**config.mk**
```make
export PLATFORM = sky130hd
export DESIGN_NAME = accumulator_alu_with_link_roll_flat
export DESIGN_NICKNAME = d
export VERILOG_FILES = /design/src/rtl/aalr_pkg.sv /design/src/rtl/aalr_if.sv /design/src/rtl/accumulator_alu_with_link_roll.sv /design/src/rtl/aalr_alu.sv /design/src/flat_wrapper.sv
export SDC_FILE = /design/constraint.sdc
export NUM_CORES = 1
export LEC_CHECK = 0
export BUFFER_PORTS_ARGS = -buffer_cell sky130_fd_sc_hd__buf_2
export CELL_PAD_IN_SITES_DETAIL_PLACEMENT = 0
export CELL_PAD_IN_SITES_GLOBAL_PLACEMENT = 2
export CORE_ASPECT_RATIO = 0.9
export CORE_UTILIZATION = 33
export CTS_CLUSTER_DIAMETER = 150
export DETAILED_ROUTE_END_ITERATION = 16
export PLACE_DENSITY = 0.83
export SYNTH_ARGS = -nofsm -noshare
export SYNTH_HDL_FRONTEND = slang
export SYNTH_SLANG_ARGS = --single-unit
```
**constraint.sdc**
```tcl
create_clock -name clock -period 3.3 [get_ports clock]
set_input_delay 0.495 -clock clock [delete_from_list [all_inputs] [get_ports clock]]
set_output_delay 0.495 -clock clock [all_outputs]
set_load 0.01 [all_outputs]
```
**src/rtl/aalr_pkg.sv**
```systemverilog
// Shared types and codes for the accumulator ALU with link roll.
package aalr_pkg;

   localparam int unsigned DataWidth = 16;
   localparam int unsigned IrWidth   = 5;
   localparam int unsigned CmdWidth  = 3;

   // Operation codes; code 7 is a no-op handled by default arms
   typedef enum logic [CmdWidth-1:0] {
      CMD_ADD    = 3'd0,
      CMD_AND    = 3'd1,
      CMD_OR     = 3'd2,
      CMD_XOR    = 3'd3,
      CMD_NOT    = 3'd4,
      CMD_ROLL   = 3'd5,
      CMD_BRANCH = 3'd6
   } cmd_type;

   // Roll modes in the low three instruction bits; others pass L:A through
   localparam logic [2:0] ROLL_RIGHT_BIT    = 3'd1;
   localparam logic [2:0] ROLL_LEFT_BIT     = 3'd2;
   localparam logic [2:0] ROLL_RIGHT_NIBBLE = 3'd5;
   localparam logic [2:0] ROLL_LEFT_NIBBLE  = 3'd6;

   typedef struct packed {
      logic [CmdWidth-1:0]  cmd;
      logic [DataWidth-1:0] operand_a;
      logic [DataWidth-1:0] operand_b;
      logic                 link_in;
      logic                 overflow_in;
      logic [IrWidth-1:0]   ir_bits;
   } req_type;

   typedef struct packed {
      logic [DataWidth-1:0] result;
      logic                 link_out;
      logic                 overflow_out;
      logic                 negative;
      logic                 zero;
      logic                 cond_true;
   } rsp_type;

endpackage

```
**src/rtl/aalr_if.sv**
```systemverilog
// Valid/ready channel interfaces for the request and response items.
interface aalr_req_if;
   logic                                  valid;
   logic                                  ready;
   logic [aalr_pkg::CmdWidth-1:0]         cmd;
   logic [aalr_pkg::DataWidth-1:0]        operand_a;
   logic [aalr_pkg::DataWidth-1:0]        operand_b;
   logic                                  link_in;
   logic                                  overflow_in;
   logic [aalr_pkg::IrWidth-1:0]          ir_bits;

   modport source (output valid, cmd, operand_a, operand_b, link_in, overflow_in, ir_bits,
                   input ready);
   modport sink   (input valid, cmd, operand_a, operand_b, link_in, overflow_in, ir_bits,
                   output ready);
endinterface

interface aalr_rsp_if;
   logic                                  valid;
   logic                                  ready;
   logic [aalr_pkg::DataWidth-1:0]        result;
   logic                                  link_out;
   logic                                  overflow_out;
   logic                                  negative;
   logic                                  zero;
   logic                                  cond_true;

   modport source (output valid, result, link_out, overflow_out, negative, zero, cond_true,
                   input ready);
   modport sink   (input valid, result, link_out, overflow_out, negative, zero, cond_true,
                   output ready);
endinterface

```
**src/rtl/accumulator_alu_with_link_roll.sv**
```systemverilog
// Top level: registered single-pass accumulator ALU with link roll.
//
// Usage:
//   req_chan carries one operation item per handshake: cmd, operand_a,
//   operand_b, link_in, overflow_in and ir_bits. rsp_chan returns one item
//   per request: result, link_out, overflow_out, negative, zero, cond_true.
//   Both channels move an item on a clock edge with valid and ready high.
//   An item is captured in the input register, passes the combinational ALU
//   logic and lands in the output register, from which the response is
//   offered on rsp_chan until it is taken.
//   Throughput is one item per cycle while the receiver keeps ready high,
//   set by the single ALU pass between the two registers.
//   When the receiver stalls, the output register holds its item and the
//   input register fills; req_chan.ready drops only when both are full.
//   Synchronous reset empties both registers; no item is in flight after.
module accumulator_alu_with_link_roll (
   input  logic               clock,
   input  logic               reset,
   aalr_req_if.sink           req_chan,
   aalr_rsp_if.source         rsp_chan
);

   logic              in_valid_ff;
   logic              in_valid_in;
   aalr_pkg::req_type in_data_ff;
   aalr_pkg::req_type in_data_in;
   logic              out_valid_ff;
   logic              out_valid_in;
   aalr_pkg::rsp_type out_data_ff;
   aalr_pkg::rsp_type out_data_in;
   aalr_pkg::rsp_type alu_rsp;
   logic              out_free;
   logic              in_free;

   // Advance when the next stage is empty or draining
   assign out_free       = !out_valid_ff || rsp_chan.ready;
   assign in_free        = !in_valid_ff || out_free;
   assign req_chan.ready = in_free;

   // Capture the request item
   always_comb begin
      in_valid_in = in_valid_ff;
      in_data_in  = in_data_ff;
      if (in_free) begin
         in_valid_in           = req_chan.valid;
         in_data_in.cmd        = req_chan.cmd;
         in_data_in.operand_a  = req_chan.operand_a;
         in_data_in.operand_b  = req_chan.operand_b;
         in_data_in.link_in    = req_chan.link_in;
         in_data_in.overflow_in = req_chan.overflow_in;
         in_data_in.ir_bits    = req_chan.ir_bits;
      end
   end

   aalr_alu u_alu (
      .req (in_data_ff),
      .rsp (alu_rsp)
   );

   // Load the result register, hold it while stalled
   always_comb begin
      out_valid_in = out_valid_ff;
      out_data_in  = out_data_ff;
      if (out_free) begin
         out_valid_in = in_valid_ff;
         out_data_in  = alu_rsp;
      end
   end

   always_ff @(posedge clock) begin
      if (reset) begin
         in_valid_ff  <= 1'b0;
         out_valid_ff <= 1'b0;
      end else begin
         in_valid_ff  <= in_valid_in;
         out_valid_ff <= out_valid_in;
      end
   end

   always_ff @(posedge clock) begin
      in_data_ff  <= in_data_in;
      out_data_ff <= out_data_in;
   end

   // Drive the response channel
   assign rsp_chan.valid        = out_valid_ff;
   assign rsp_chan.result       = out_data_ff.result;
   assign rsp_chan.link_out     = out_data_ff.link_out;
   assign rsp_chan.overflow_out = out_data_ff.overflow_out;
   assign rsp_chan.negative     = out_data_ff.negative;
   assign rsp_chan.zero         = out_data_ff.zero;
   assign rsp_chan.cond_true    = out_data_ff.cond_true;

endmodule

```
**src/rtl/aalr_alu.sv**
```systemverilog
// Combinational ALU: add, logic ops, 17-bit link roll and branch test.
module aalr_alu (
   input  aalr_pkg::req_type req,
   output aalr_pkg::rsp_type rsp
);

   logic [aalr_pkg::DataWidth:0]   sum;
   logic [aalr_pkg::DataWidth:0]   pair;
   logic [aalr_pkg::DataWidth:0]   rolled;
   logic [aalr_pkg::DataWidth-1:0] res;
   logic                           link_next;
   logic                           ovf_next;
   logic                           cond;
   logic                           a_neg;
   logic                           a_zero;

   assign sum    = {1'b0, req.operand_a} + {1'b0, req.operand_b};
   assign pair   = {req.link_in, req.operand_a};
   assign a_neg  = req.operand_a[aalr_pkg::DataWidth-1];
   assign a_zero = (req.operand_a == '0);

   // Rotate the L:A pair
   always_comb begin
      unique case (req.ir_bits[2:0])
         aalr_pkg::ROLL_LEFT_NIBBLE:  rolled = {pair[12:0], pair[16:13]};
         aalr_pkg::ROLL_RIGHT_NIBBLE: rolled = {pair[3:0], pair[16:4]};
         aalr_pkg::ROLL_LEFT_BIT:     rolled = {pair[15:0], pair[16]};
         aalr_pkg::ROLL_RIGHT_BIT:    rolled = {pair[0], pair[16:1]};
         default:                     rolled = pair;
      endcase
   end

   // Select the operation
   always_comb begin
      res       = '0;
      link_next = req.link_in;
      ovf_next  = req.overflow_in;
      cond      = 1'b0;
      unique case (aalr_pkg::cmd_type'(req.cmd))
         aalr_pkg::CMD_ADD: begin
            res       = sum[aalr_pkg::DataWidth-1:0];
            link_next = req.link_in ^ sum[aalr_pkg::DataWidth];
            ovf_next  = (req.operand_a[15] == req.operand_b[15]) &&
                        (req.operand_a[15] != sum[15]);
         end
         aalr_pkg::CMD_AND: res = req.operand_a & req.operand_b;
         aalr_pkg::CMD_OR:  res = req.operand_a | req.operand_b;
         aalr_pkg::CMD_XOR: res = req.operand_a ^ req.operand_b;
         aalr_pkg::CMD_NOT: res = ~req.operand_a;
         aalr_pkg::CMD_ROLL: begin
            res       = rolled[aalr_pkg::DataWidth-1:0];
            link_next = rolled[aalr_pkg::DataWidth];
         end
         aalr_pkg::CMD_BRANCH: begin
            cond = ((a_neg & req.ir_bits[3]) | (a_zero & req.ir_bits[2]) |
                    (req.link_in & req.ir_bits[1]) | (req.overflow_in & req.ir_bits[0]))
                   ^ req.ir_bits[4];
         end
         default: res = '0;
      endcase
   end

   assign rsp.result       = res;
   assign rsp.link_out     = link_next;
   assign rsp.overflow_out = ovf_next;
   assign rsp.negative     = res[aalr_pkg::DataWidth-1];
   assign rsp.zero         = (res == '0);
   assign rsp.cond_true    = cond;

endmodule

```
**src/flat_wrapper.sv**
```systemverilog
// flat-port wrapper written by rule: the top's interface ports become plain ports
module accumulator_alu_with_link_roll_flat 
  (clock, reset, req_chan_valid, req_chan_cmd, req_chan_operand_a, req_chan_operand_b, req_chan_link_in, req_chan_overflow_in, req_chan_ir_bits, req_chan_ready, rsp_chan_valid, rsp_chan_result, rsp_chan_link_out, rsp_chan_overflow_out, rsp_chan_negative, rsp_chan_zero, rsp_chan_cond_true, rsp_chan_ready);
  aalr_req_if req_chan_i ();
  aalr_rsp_if rsp_chan_i ();
  input  logic clock;
  input  logic reset;
  input wire logic [$bits(req_chan_i.valid)-1:0] req_chan_valid;
  input wire logic [$bits(req_chan_i.cmd)-1:0] req_chan_cmd;
  input wire logic [$bits(req_chan_i.operand_a)-1:0] req_chan_operand_a;
  input wire logic [$bits(req_chan_i.operand_b)-1:0] req_chan_operand_b;
  input wire logic [$bits(req_chan_i.link_in)-1:0] req_chan_link_in;
  input wire logic [$bits(req_chan_i.overflow_in)-1:0] req_chan_overflow_in;
  input wire logic [$bits(req_chan_i.ir_bits)-1:0] req_chan_ir_bits;
  output wire logic [$bits(req_chan_i.ready)-1:0] req_chan_ready;
  output wire logic [$bits(rsp_chan_i.valid)-1:0] rsp_chan_valid;
  output wire logic [$bits(rsp_chan_i.result)-1:0] rsp_chan_result;
  output wire logic [$bits(rsp_chan_i.link_out)-1:0] rsp_chan_link_out;
  output wire logic [$bits(rsp_chan_i.overflow_out)-1:0] rsp_chan_overflow_out;
  output wire logic [$bits(rsp_chan_i.negative)-1:0] rsp_chan_negative;
  output wire logic [$bits(rsp_chan_i.zero)-1:0] rsp_chan_zero;
  output wire logic [$bits(rsp_chan_i.cond_true)-1:0] rsp_chan_cond_true;
  input wire logic [$bits(rsp_chan_i.ready)-1:0] rsp_chan_ready;
  assign req_chan_i.valid = req_chan_valid;
  assign req_chan_i.cmd = req_chan_cmd;
  assign req_chan_i.operand_a = req_chan_operand_a;
  assign req_chan_i.operand_b = req_chan_operand_b;
  assign req_chan_i.link_in = req_chan_link_in;
  assign req_chan_i.overflow_in = req_chan_overflow_in;
  assign req_chan_i.ir_bits = req_chan_ir_bits;
  assign req_chan_ready = req_chan_i.ready;
  assign rsp_chan_valid = rsp_chan_i.valid;
  assign rsp_chan_result = rsp_chan_i.result;
  assign rsp_chan_link_out = rsp_chan_i.link_out;
  assign rsp_chan_overflow_out = rsp_chan_i.overflow_out;
  assign rsp_chan_negative = rsp_chan_i.negative;
  assign rsp_chan_zero = rsp_chan_i.zero;
  assign rsp_chan_cond_true = rsp_chan_i.cond_true;
  assign rsp_chan_i.ready = rsp_chan_ready;
  accumulator_alu_with_link_roll u_core (.clock(clock), .reset(reset), .req_chan(req_chan_i), .rsp_chan(rsp_chan_i));
endmodule
```
==> results of run 1 <==
[power breakdown]
part / internal [mW] / leakage (nW) / switching, mW
combinational: 0.276 / 1.65 / 0.359
sequential: 0.969 / 0.682 / 0.0410
clock: 0.685 / 0.163 / 0.363
total: 1.93 / 2.50 / 0.762
[cells in the mapped netlist, types with 8 or more instances]
| master | n | area [sq um] |
|---|---|---|
| nand2_1 | 38 | 143 |
| a211oi_1 | 8 | 60.1 |
| edfxtp_1 | 62 | 1860 |
| nor3_1 | 10 | 50.1 |
| a221oi_1 | 15 | 131 |
| a21oi_1 | 28 | 140 |
| nor2_1 | 19 | 71.3 |
| nand3_1 | 8 | 40.0 |
| o21ai_0 | 35 | 175 |
| inv_1 | 50 | 188 |
| a22oi_1 | 10 | 75.1 |
| nand2b_1 | 10 | 62.6 |
| clkbuf_1 | 24 | 90.1 |
| ha_1 | 34 | 425 |
[final cells by class]
| type | count | area share |
|---|---|---|
| clock buffer | 10 | 0.0412 |
| clock inverter | 6 | 0.0158 |
| inverter | 51 | 0.0330 |
| multi-input combinational | 331 | 0.420 |
| sequential | 64 | 0.328 |
| tap | 189 | 0.0408 |
| timing repair buffer | 115 | 0.122 |
[stage by stage]
step                power [mW]   util  cells  setup slack [ps]  setup TNS, ps
CTS                       2.71  0.425    765              8.25              0
global placement          1.63  0.400    749              22.0              0
floorplan                 1.40      -    482               122              0
finish                    2.69  0.427    766               149              0
global route              2.82  0.427    766              22.3              0
detailed placement        1.64  0.400    749             -9.60          -9.60
[flip-flops by register name (all words and copies together), names as in the netlist]
register / cells
u_core.rsp_chan.negative: 1
u_core.in_valid_ff: 1
u_core.rsp_chan.result: 15
u_core.rsp_chan.link_out: 1
u_core.rsp_chan.valid: 1
u_core.in_data_ff: 42
u_core.rsp_chan.overflow_out: 1
u_core.rsp_chan.zero: 1
u_core.rsp_chan.cond_true: 1
[worst min-delay path by stage]
stage / from / end / slack [ps] / cells past startpoint
after CTS: reset / u_core.in_valid_ff / 310 / 2
after global placement: u_core.in_valid_ff / u_core.rsp_chan.valid / 500 / 2
after floorplan: u_core.in_valid_ff / u_core.rsp_chan.valid / 460 / 2
after global routing: req_chan_operand_b[14] / u_core.in_data_ff[21] / 310 / 1
final: reset / u_core.in_valid_ff / 320 / 2
after detailed placement: u_core.in_valid_ff / u_core.rsp_chan.valid / 510 / 2
[kinds of logic (layout without fill, tap and decap cells)]
family | count (synthesis) | in the layout | synth area share
and+or+nand+nor | 118 | 118 | 0.132
muxes | 15 | 15 | 0.0436
AOI/OAI and AO/OA | 155 | 155 | 0.230
DFF | 64 | 64 | 0.409
xor gates and xnor gates | 8 | 8 | 0.0151
buffers and inverters | 87 | 182 | 0.0743
adders and majority gates | 35 | 35 | 0.0958
[repair_timing]
| item | CTS | global route |
|---|---|---|
| endpoints found under the setup margin | 1 | 2 |
| setup buffers | 0 | 1 |
| pin swaps | 0 | 1 |
| hold buffers | 0 | 0 |
| gates resized for setup | 1 | 8 |
[worst reg2reg max path: stages, from the launching register on]
cell,delay (ps)
edfxtp_1,360
ha_2,190
inv_1,50
fa_2,350
xnor2_1,130
mux4_2,440
o21ai_1,130
o31ai_1,110
nor4_2,390
or4b_4,520
nor4_2,130
and4bb_1,210
[layer usage]
metal	vias to the layer above	part of all wire	track usage	wire [um]
met1	1999	0.47	0.292	6740
li1	1997	-	-	-
met2	186	0.43	0.303	6050
met5	-	0	0	0
met3	23	0.078	0.0467	1110
met4	0	0.021	0.0810	295
==> results.sh, run 1 <==
export IMPL_worstSetupPathType="reg2reg"
export IMPL_syn_nets=563
export IMPL_cts_clk_slew_worst_paths_ps=60
export IMPL_place_area_sq_um=5430
export IMPL_yosysSeqAreaShare=0.409
export IMPL_worst_path_most_repeated_cell="nor4_2"
export IMPL_ff2ff_setup_slack_ps=150
export IMPL_async_reset_ff_frac=0
export IMPL_antenna_found_initial=0
export IMPL_slew_violations=0
export IMPL_drive_above_1_share=0.274
export IMPL_worst_path_stages=11
export IMPL_slew_headroom=0.374
export IMPL_postSynthAreaPerCell_sq_um=9.64
export IMPL_rsz0062_at_grt="false"
export IMPL_crit_chain="ha_2, inv_1, fa_2, xnor2_1, mux4_2, o21ai_1, o31ai_1, nor4_2, or4b_4, nor4_2, and4bb_1"
export IMPL_vias=4205
export IMPL_final_cell_mix="68 x buf_2, 62 x edfxtp_1, 50 x inv_1, 46 x buf_4, 37 x nand2_1"
export IMPL_whs_ps=319
export IMPL_core_sq_um=13600
export IMPL_drt_initial_drc_count=359
export IMPL_cp_start_kind="flip-flop"
export IMPL_final_common_cell="buf_2"
export IMPL_critical_path_slowest_cell="or4b_4"
export IMPL_worstReg2RegStart="u_core.in_data_ff[7]"
export IMPL_hpwl_um=10500
export IMPL_start_util=0.343
export IMPL_drcViolationCount=0
export IMPL_viasPerCell=5.49
export IMPL_setup_worst_path_start="u_core.in_data_ff[7]"
export IMPL_nFillCells=1368
export IMPL_htree_levels=3
export IMPL_wl_per_cell_um=18.5
export IMPL_synth_cell_types=68
export IMPL_cts_root_buf="clkbuf_16"
export IMPL_setup_violations=0
export IMPL_grt_max_degree=43
export IMPL_stdcell_area_sq_um=5800
export IMPL_endpoint="u_core.rsp_chan.zero"
export IMPL_syn_inst=482
export IMPL_cts_buffer_depth=2
export IMPL_yosysWarnings=0
export IMPL_row_count=40
export IMPL_globalRouteOverflowTotal=0
export IMPL_dr_pass1_iters=5
export IMPL_worstReg2RegEnd="u_core.rsp_chan.zero"
export IMPL_die_h_um=115
export IMPL_clock_sinks=64
export IMPL_worstSkewPairLatency_ps=340
export IMPL_gp_congestion=0.859
export IMPL_synth_edf_count=62
export IMPL_arrival_ps=3360
export IMPL_grt_pass1_vias=3975
export IMPL_grt_use_total=0.206
export IMPL_diodes=0
export IMPL_leakage_nw=2.50
export IMPL_ys_seq_elements=64
export IMPL_yosys_most_used_dff="edfxtp_1"
export IMPL_final_hold_viol_count=0
export IMPL_path_buf_inv=1
export IMPL_ant_nets=0
export IMPL_dieArea_sq_um=14600
export IMPL_crit_path_end_kind="flip-flop"
export IMPL_crit_family="simple AND/OR/NAND/NOR gates"
export IMPL_r2r_cells=11
export IMPL_status="finished clean"
export IMPL_powerDensity_nw_per_um2=464
export IMPL_hold_path_class="in2reg"
export IMPL_syn2layout_area_growth_pct=24.7
export IMPL_worstPathMaxFanout=2
export IMPL_skew_ps=8.59
export IMPL_grt_pass1_wl_um=22400
export IMPL_max_stage_delay_ps=520
export IMPL_die_w_um=127
export IMPL_ios=69
export IMPL_wirelength_um=14200
export IMPL_fin_nets=653
export IMPL_fin_crit_sh=0.955
export IMPL_timing_max_cap_violations=0
export IMPL_max_freq_mhz=317
export IMPL_multi_input_area_sq_um=2430
export IMPL_netlist_area_sq_um=4650
export IMPL_cts_tree="yes"
export IMPL_port_buffers=68
export IMPL_max_vdd_ir_drop_v=0.000355
export IMPL_cts_made_buffers=9
export IMPL_period_needed_ps=3150
export IMPL_tightest_slew_ps=938
export IMPL_seqCellArea_sq_um=1900
export IMPL_worstPathRequired_ps=3510
No activity file was read; power rests on OpenSTA's default activity.
==> run 2, diff against run 1 <==
--- a/config.mk
+++ b/config.mk
@@ -12,7 +12,8 @@
 export CORE_UTILIZATION = 33
 export CTS_CLUSTER_DIAMETER = 150
 export DETAILED_ROUTE_END_ITERATION = 16
-export PLACE_DENSITY = 0.83
+export PLACE_DENSITY = 0.84
 export SYNTH_ARGS = -nofsm -noshare
 export SYNTH_HDL_FRONTEND = slang
+export SYNTH_HIERARCHICAL = 1
 export SYNTH_SLANG_ARGS = --single-unit
==> run 2 against run 1 <==
Against the previous run: critical path type unchanged; sequential cell count grew 1; via count increased by 1.8%; first-iteration DRC count rose by 23%; critical path depth unchanged; die area rose by 1.1%; largest cell class unchanged; global-route usage up 0.32 points; clock skew is 2.4 ps higher; non-clock buffer count grew 18.
==> results.sh, run 2 <==
export IMPL_cts_root_buf="clkbuf_16"
export IMPL_synth_top_area_frac=0.402
export IMPL_yosysSeqAreaShare=0.411
export IMPL_yosys_top_cells_count="63 x edfxtp_1, 47 x inv_1, 47 x nand2_1"
export IMPL_worstSkewPairLatency_ps=350
export IMPL_max_stage_delay_ps=520
export IMPL_final_hold_viol_count=0
export IMPL_seqCellArea_sq_um=1930
export IMPL_fin_tns_setup_ps=0
export IMPL_nFillCells=1388
export IMPL_rsz0062_at_grt="true"
export IMPL_hold_path_class="in2reg"
export IMPL_drcViolationCount=0
export IMPL_worstReg2RegEnd="u_core/rsp_chan.zero"
export IMPL_top_register="u_core/in_data_ff"
export IMPL_setup_violations=0
export IMPL_syn_inst=496
export IMPL_worstPathRequired_ps=3480
export IMPL_worstReg2RegStart="u_core/in_data_ff[24]"
export IMPL_worstSetupPathType="reg2reg"
export IMPL_powerDensity_nw_per_um2=450
export IMPL_cts_clk_slew_worst_paths_ps=60
export IMPL_grt_pass1_vias=4262
export IMPL_met3RoutedLength_um=880
export IMPL_dr_wl_met2_um=6470
export IMPL_vias=4280
export IMPL_synth_cell_types=63
export IMPL_fin_nets=691
export IMPL_synth_area_leaders="edfxtp_1 40%, ha_1 9.0%, inv_1 3.8%, nand2_1 3.8%, o21ai_0 3.6%"
export IMPL_globalRouteOverflowTotal=0
export IMPL_ff2ff_setup_slack_ps=30
export IMPL_arrival_ps=3450
export IMPL_drive_above_1_share=0.278
export IMPL_slew_violations=0
export IMPL_max_vdd_ir_drop_v=0.000279
export IMPL_largest_reg_flops=42
export IMPL_grt_max_degree=47
export IMPL_worstPathMaxFanout=3
export IMPL_postSynthAreaPerCell_sq_um=9.48
export IMPL_hpwl_um=11100
export IMPL_yosys_area_top_type="edfxtp_1"
export IMPL_period_needed_ps=3270
export IMPL_yosysWarnings=6
export IMPL_netlist_area_sq_um=4700
export IMPL_fin_crit_sh=0.992
export IMPL_wirelength_um=14700
export IMPL_cp_start_kind="flip-flop"
export IMPL_ios=69
export IMPL_row_count=40
export IMPL_start_util=0.345
export IMPL_critical_path_slowest_cell="or4b_4"
export IMPL_clock_sinks=65
export IMPL_crit_chain="inv_1, buf_4, ha_1, a21oi_1, o22ai_1, o211ai_1, xnor2_1, o21ai_1, or4b_4, or4_4, nor4b_2"
export IMPL_slew_headroom=0.650
export IMPL_wl_per_cell_um=18.2
export IMPL_cts_tree="yes"
export IMPL_htree_levels=3
export IMPL_die_h_um=115
export IMPL_die_w_um=128
export IMPL_r2r_cells=11
export IMPL_timing_max_cap_violations=0
export IMPL_postLayoutCoreUtil=0.440
export IMPL_async_reset_ff_frac=0
export IMPL_viasPerCell=5.32
export IMPL_drt_initial_drc_count=443
export IMPL_synth_edf_count=63
export IMPL_tightest_slew_ps=523
export IMPL_ant_nets=0
export IMPL_grt_use_total=0.209
export IMPL_status="finished clean"
export IMPL_top_layer="met4"
export IMPL_dr_pass1_iters=5
export IMPL_skew_ps=11.0
export IMPL_ys_seq_elements=65
export IMPL_holdPathEnd="u_core/in_data_ff[7]"
export IMPL_dieArea_sq_um=14700
export IMPL_leakage_nw=2.65
export IMPL_grt_pass1_wl_um=23100
export IMPL_cts_made_buffers=9
export IMPL_diodes=0
export IMPL_min_delay_path_depth=1
export IMPL_cts_buffer_depth=2
export IMPL_yosysMostFrequentCell="edfxtp_1"
export IMPL_cts_hold_buf=0
export IMPL_hp_start="req_chan_operand_b[0]"
export IMPL_syn2layout_area_growth_pct=27.3
export IMPL_final_common_cell="buf_2"
export IMPL_multi_input_area_sq_um=2490
export IMPL_final_cell_mix="68 x buf_2, 64 x buf_4, 63 x edfxtp_1, 47 x inv_1, 47 x nand2_1"
export IMPL_drt_met1_wl_um=6990
export IMPL_antenna_found_initial=0
export IMPL_port_buffers=68
export IMPL_crit_path_end_kind="flip-flop"
export IMPL_syn_nets=577
export IMPL_core_sq_um=13600
export IMPL_gp_congestion=0.900
export IMPL_yosys_most_used_dff="edfxtp_1"
export IMPL_max_freq_mhz=306
run 2: cell count changes after synthesis, moves of 7 or more:
cell	previous run	this run
nor2_1	19	33
nand2b_1	10	17
mux2i_1	3	11
clkbuf_1	24	15
a221oi_1	15	8
nand2_1	38	47
run 2: worst max-delay path by stage:
stage / endpoint / slack, ps / cells after the start / start
5_1_grt: u_core/rsp_chan.zero / -120 / 11 / u_core/in_data_ff[24]
4_1_cts: u_core/rsp_chan.zero / 5 / 11 / u_core/in_data_ff[23]
6_report: u_core/rsp_chan.zero / 30 / 11 / u_core/in_data_ff[24]
2_1_floorplan: u_core/rsp_chan.zero / 60 / 11 / u_core/in_data_ff[23]
3_3_place_gp: u_core/rsp_chan.zero / -70 / 11 / u_core/in_data_ff[23]
3_5_place_dp: u_core/rsp_chan.zero / -130 / 11 / u_core/in_data_ff[7]
run 2: metrics by stage:
| step | total power [mW] | area (sq um) | setup slack [ps] | hold slack (ps) | instances |
|---|---|---|---|---|---|
| after global placement | 1.71 | 5630 | -74.5 | 438 | 787 |
| after detailed placement | 1.71 | 5630 | -128 | 437 | 787 |
| after CTS | 2.71 | 5970 | 5.25 | 306 | 804 |
| after floorplan | 1.44 | 4720 | 58.6 | 420 | 496 |
| final | 2.69 | 5980 | 27.0 | 312 | 804 |
| after global routing | 2.82 | 5980 | -121 | 302 | 804 |
run 2: layout make-up:
type,instances,area share
multi-input cells,354,0.417
flip-flops and latches,65,0.323
repair buffers,133,0.141
well taps,189,0.0395
clock buffers,9,0.0376
inverters,47,0.0295
clock inverters,7,0.0130
run 2: repair_timing:
action	in CTS	in global routing
setup endpoints to repair	1	1
buffers inserted	1	0
gates resized for setup	5	4
hold endpoints to repair	0	0
pin swaps	3	3
run 2: worst max-delay path, delay by kind of cell (launching register included):
family	cells	cell delay [ps]
compound gates	4	840
simple gates	3	1160
xor+xnor	1	170
flops	1	420
buf+inv	2	250
fa+ha+maj	1	250
run 2: cells by family (layout without fill, tap and decap cells):
family | after synthesis | after routing | share of synthesized area
adders and majority gates | 35 | 35 | 0.0948
DFF | 65 | 65 | 0.411
AOI/OAI and AO/OA | 150 | 150 | 0.212
xor gates and xnor gates | 6 | 6 | 0.0112
and+or+nand+nor | 141 | 141 | 0.147
buffers and inverters | 77 | 196 | 0.0705
muxes | 22 | 22 | 0.0530
run 2: where the power goes:
group | internal [mW] | switching [mW] | leakage [nW]
registers | 0.987 | 0.0441 | 0.694
clock network | 0.590 | 0.381 | 0.146
logic | 0.310 | 0.379 | 1.81
total | 1.89 | 0.804 | 2.65
run 2: per-layer routing:
metal  track usage  vias up
li1              -     2067
met1         0.288     2029
met2         0.323      162
met3        0.0437       22
met4        0.0800        0
met5             0        -
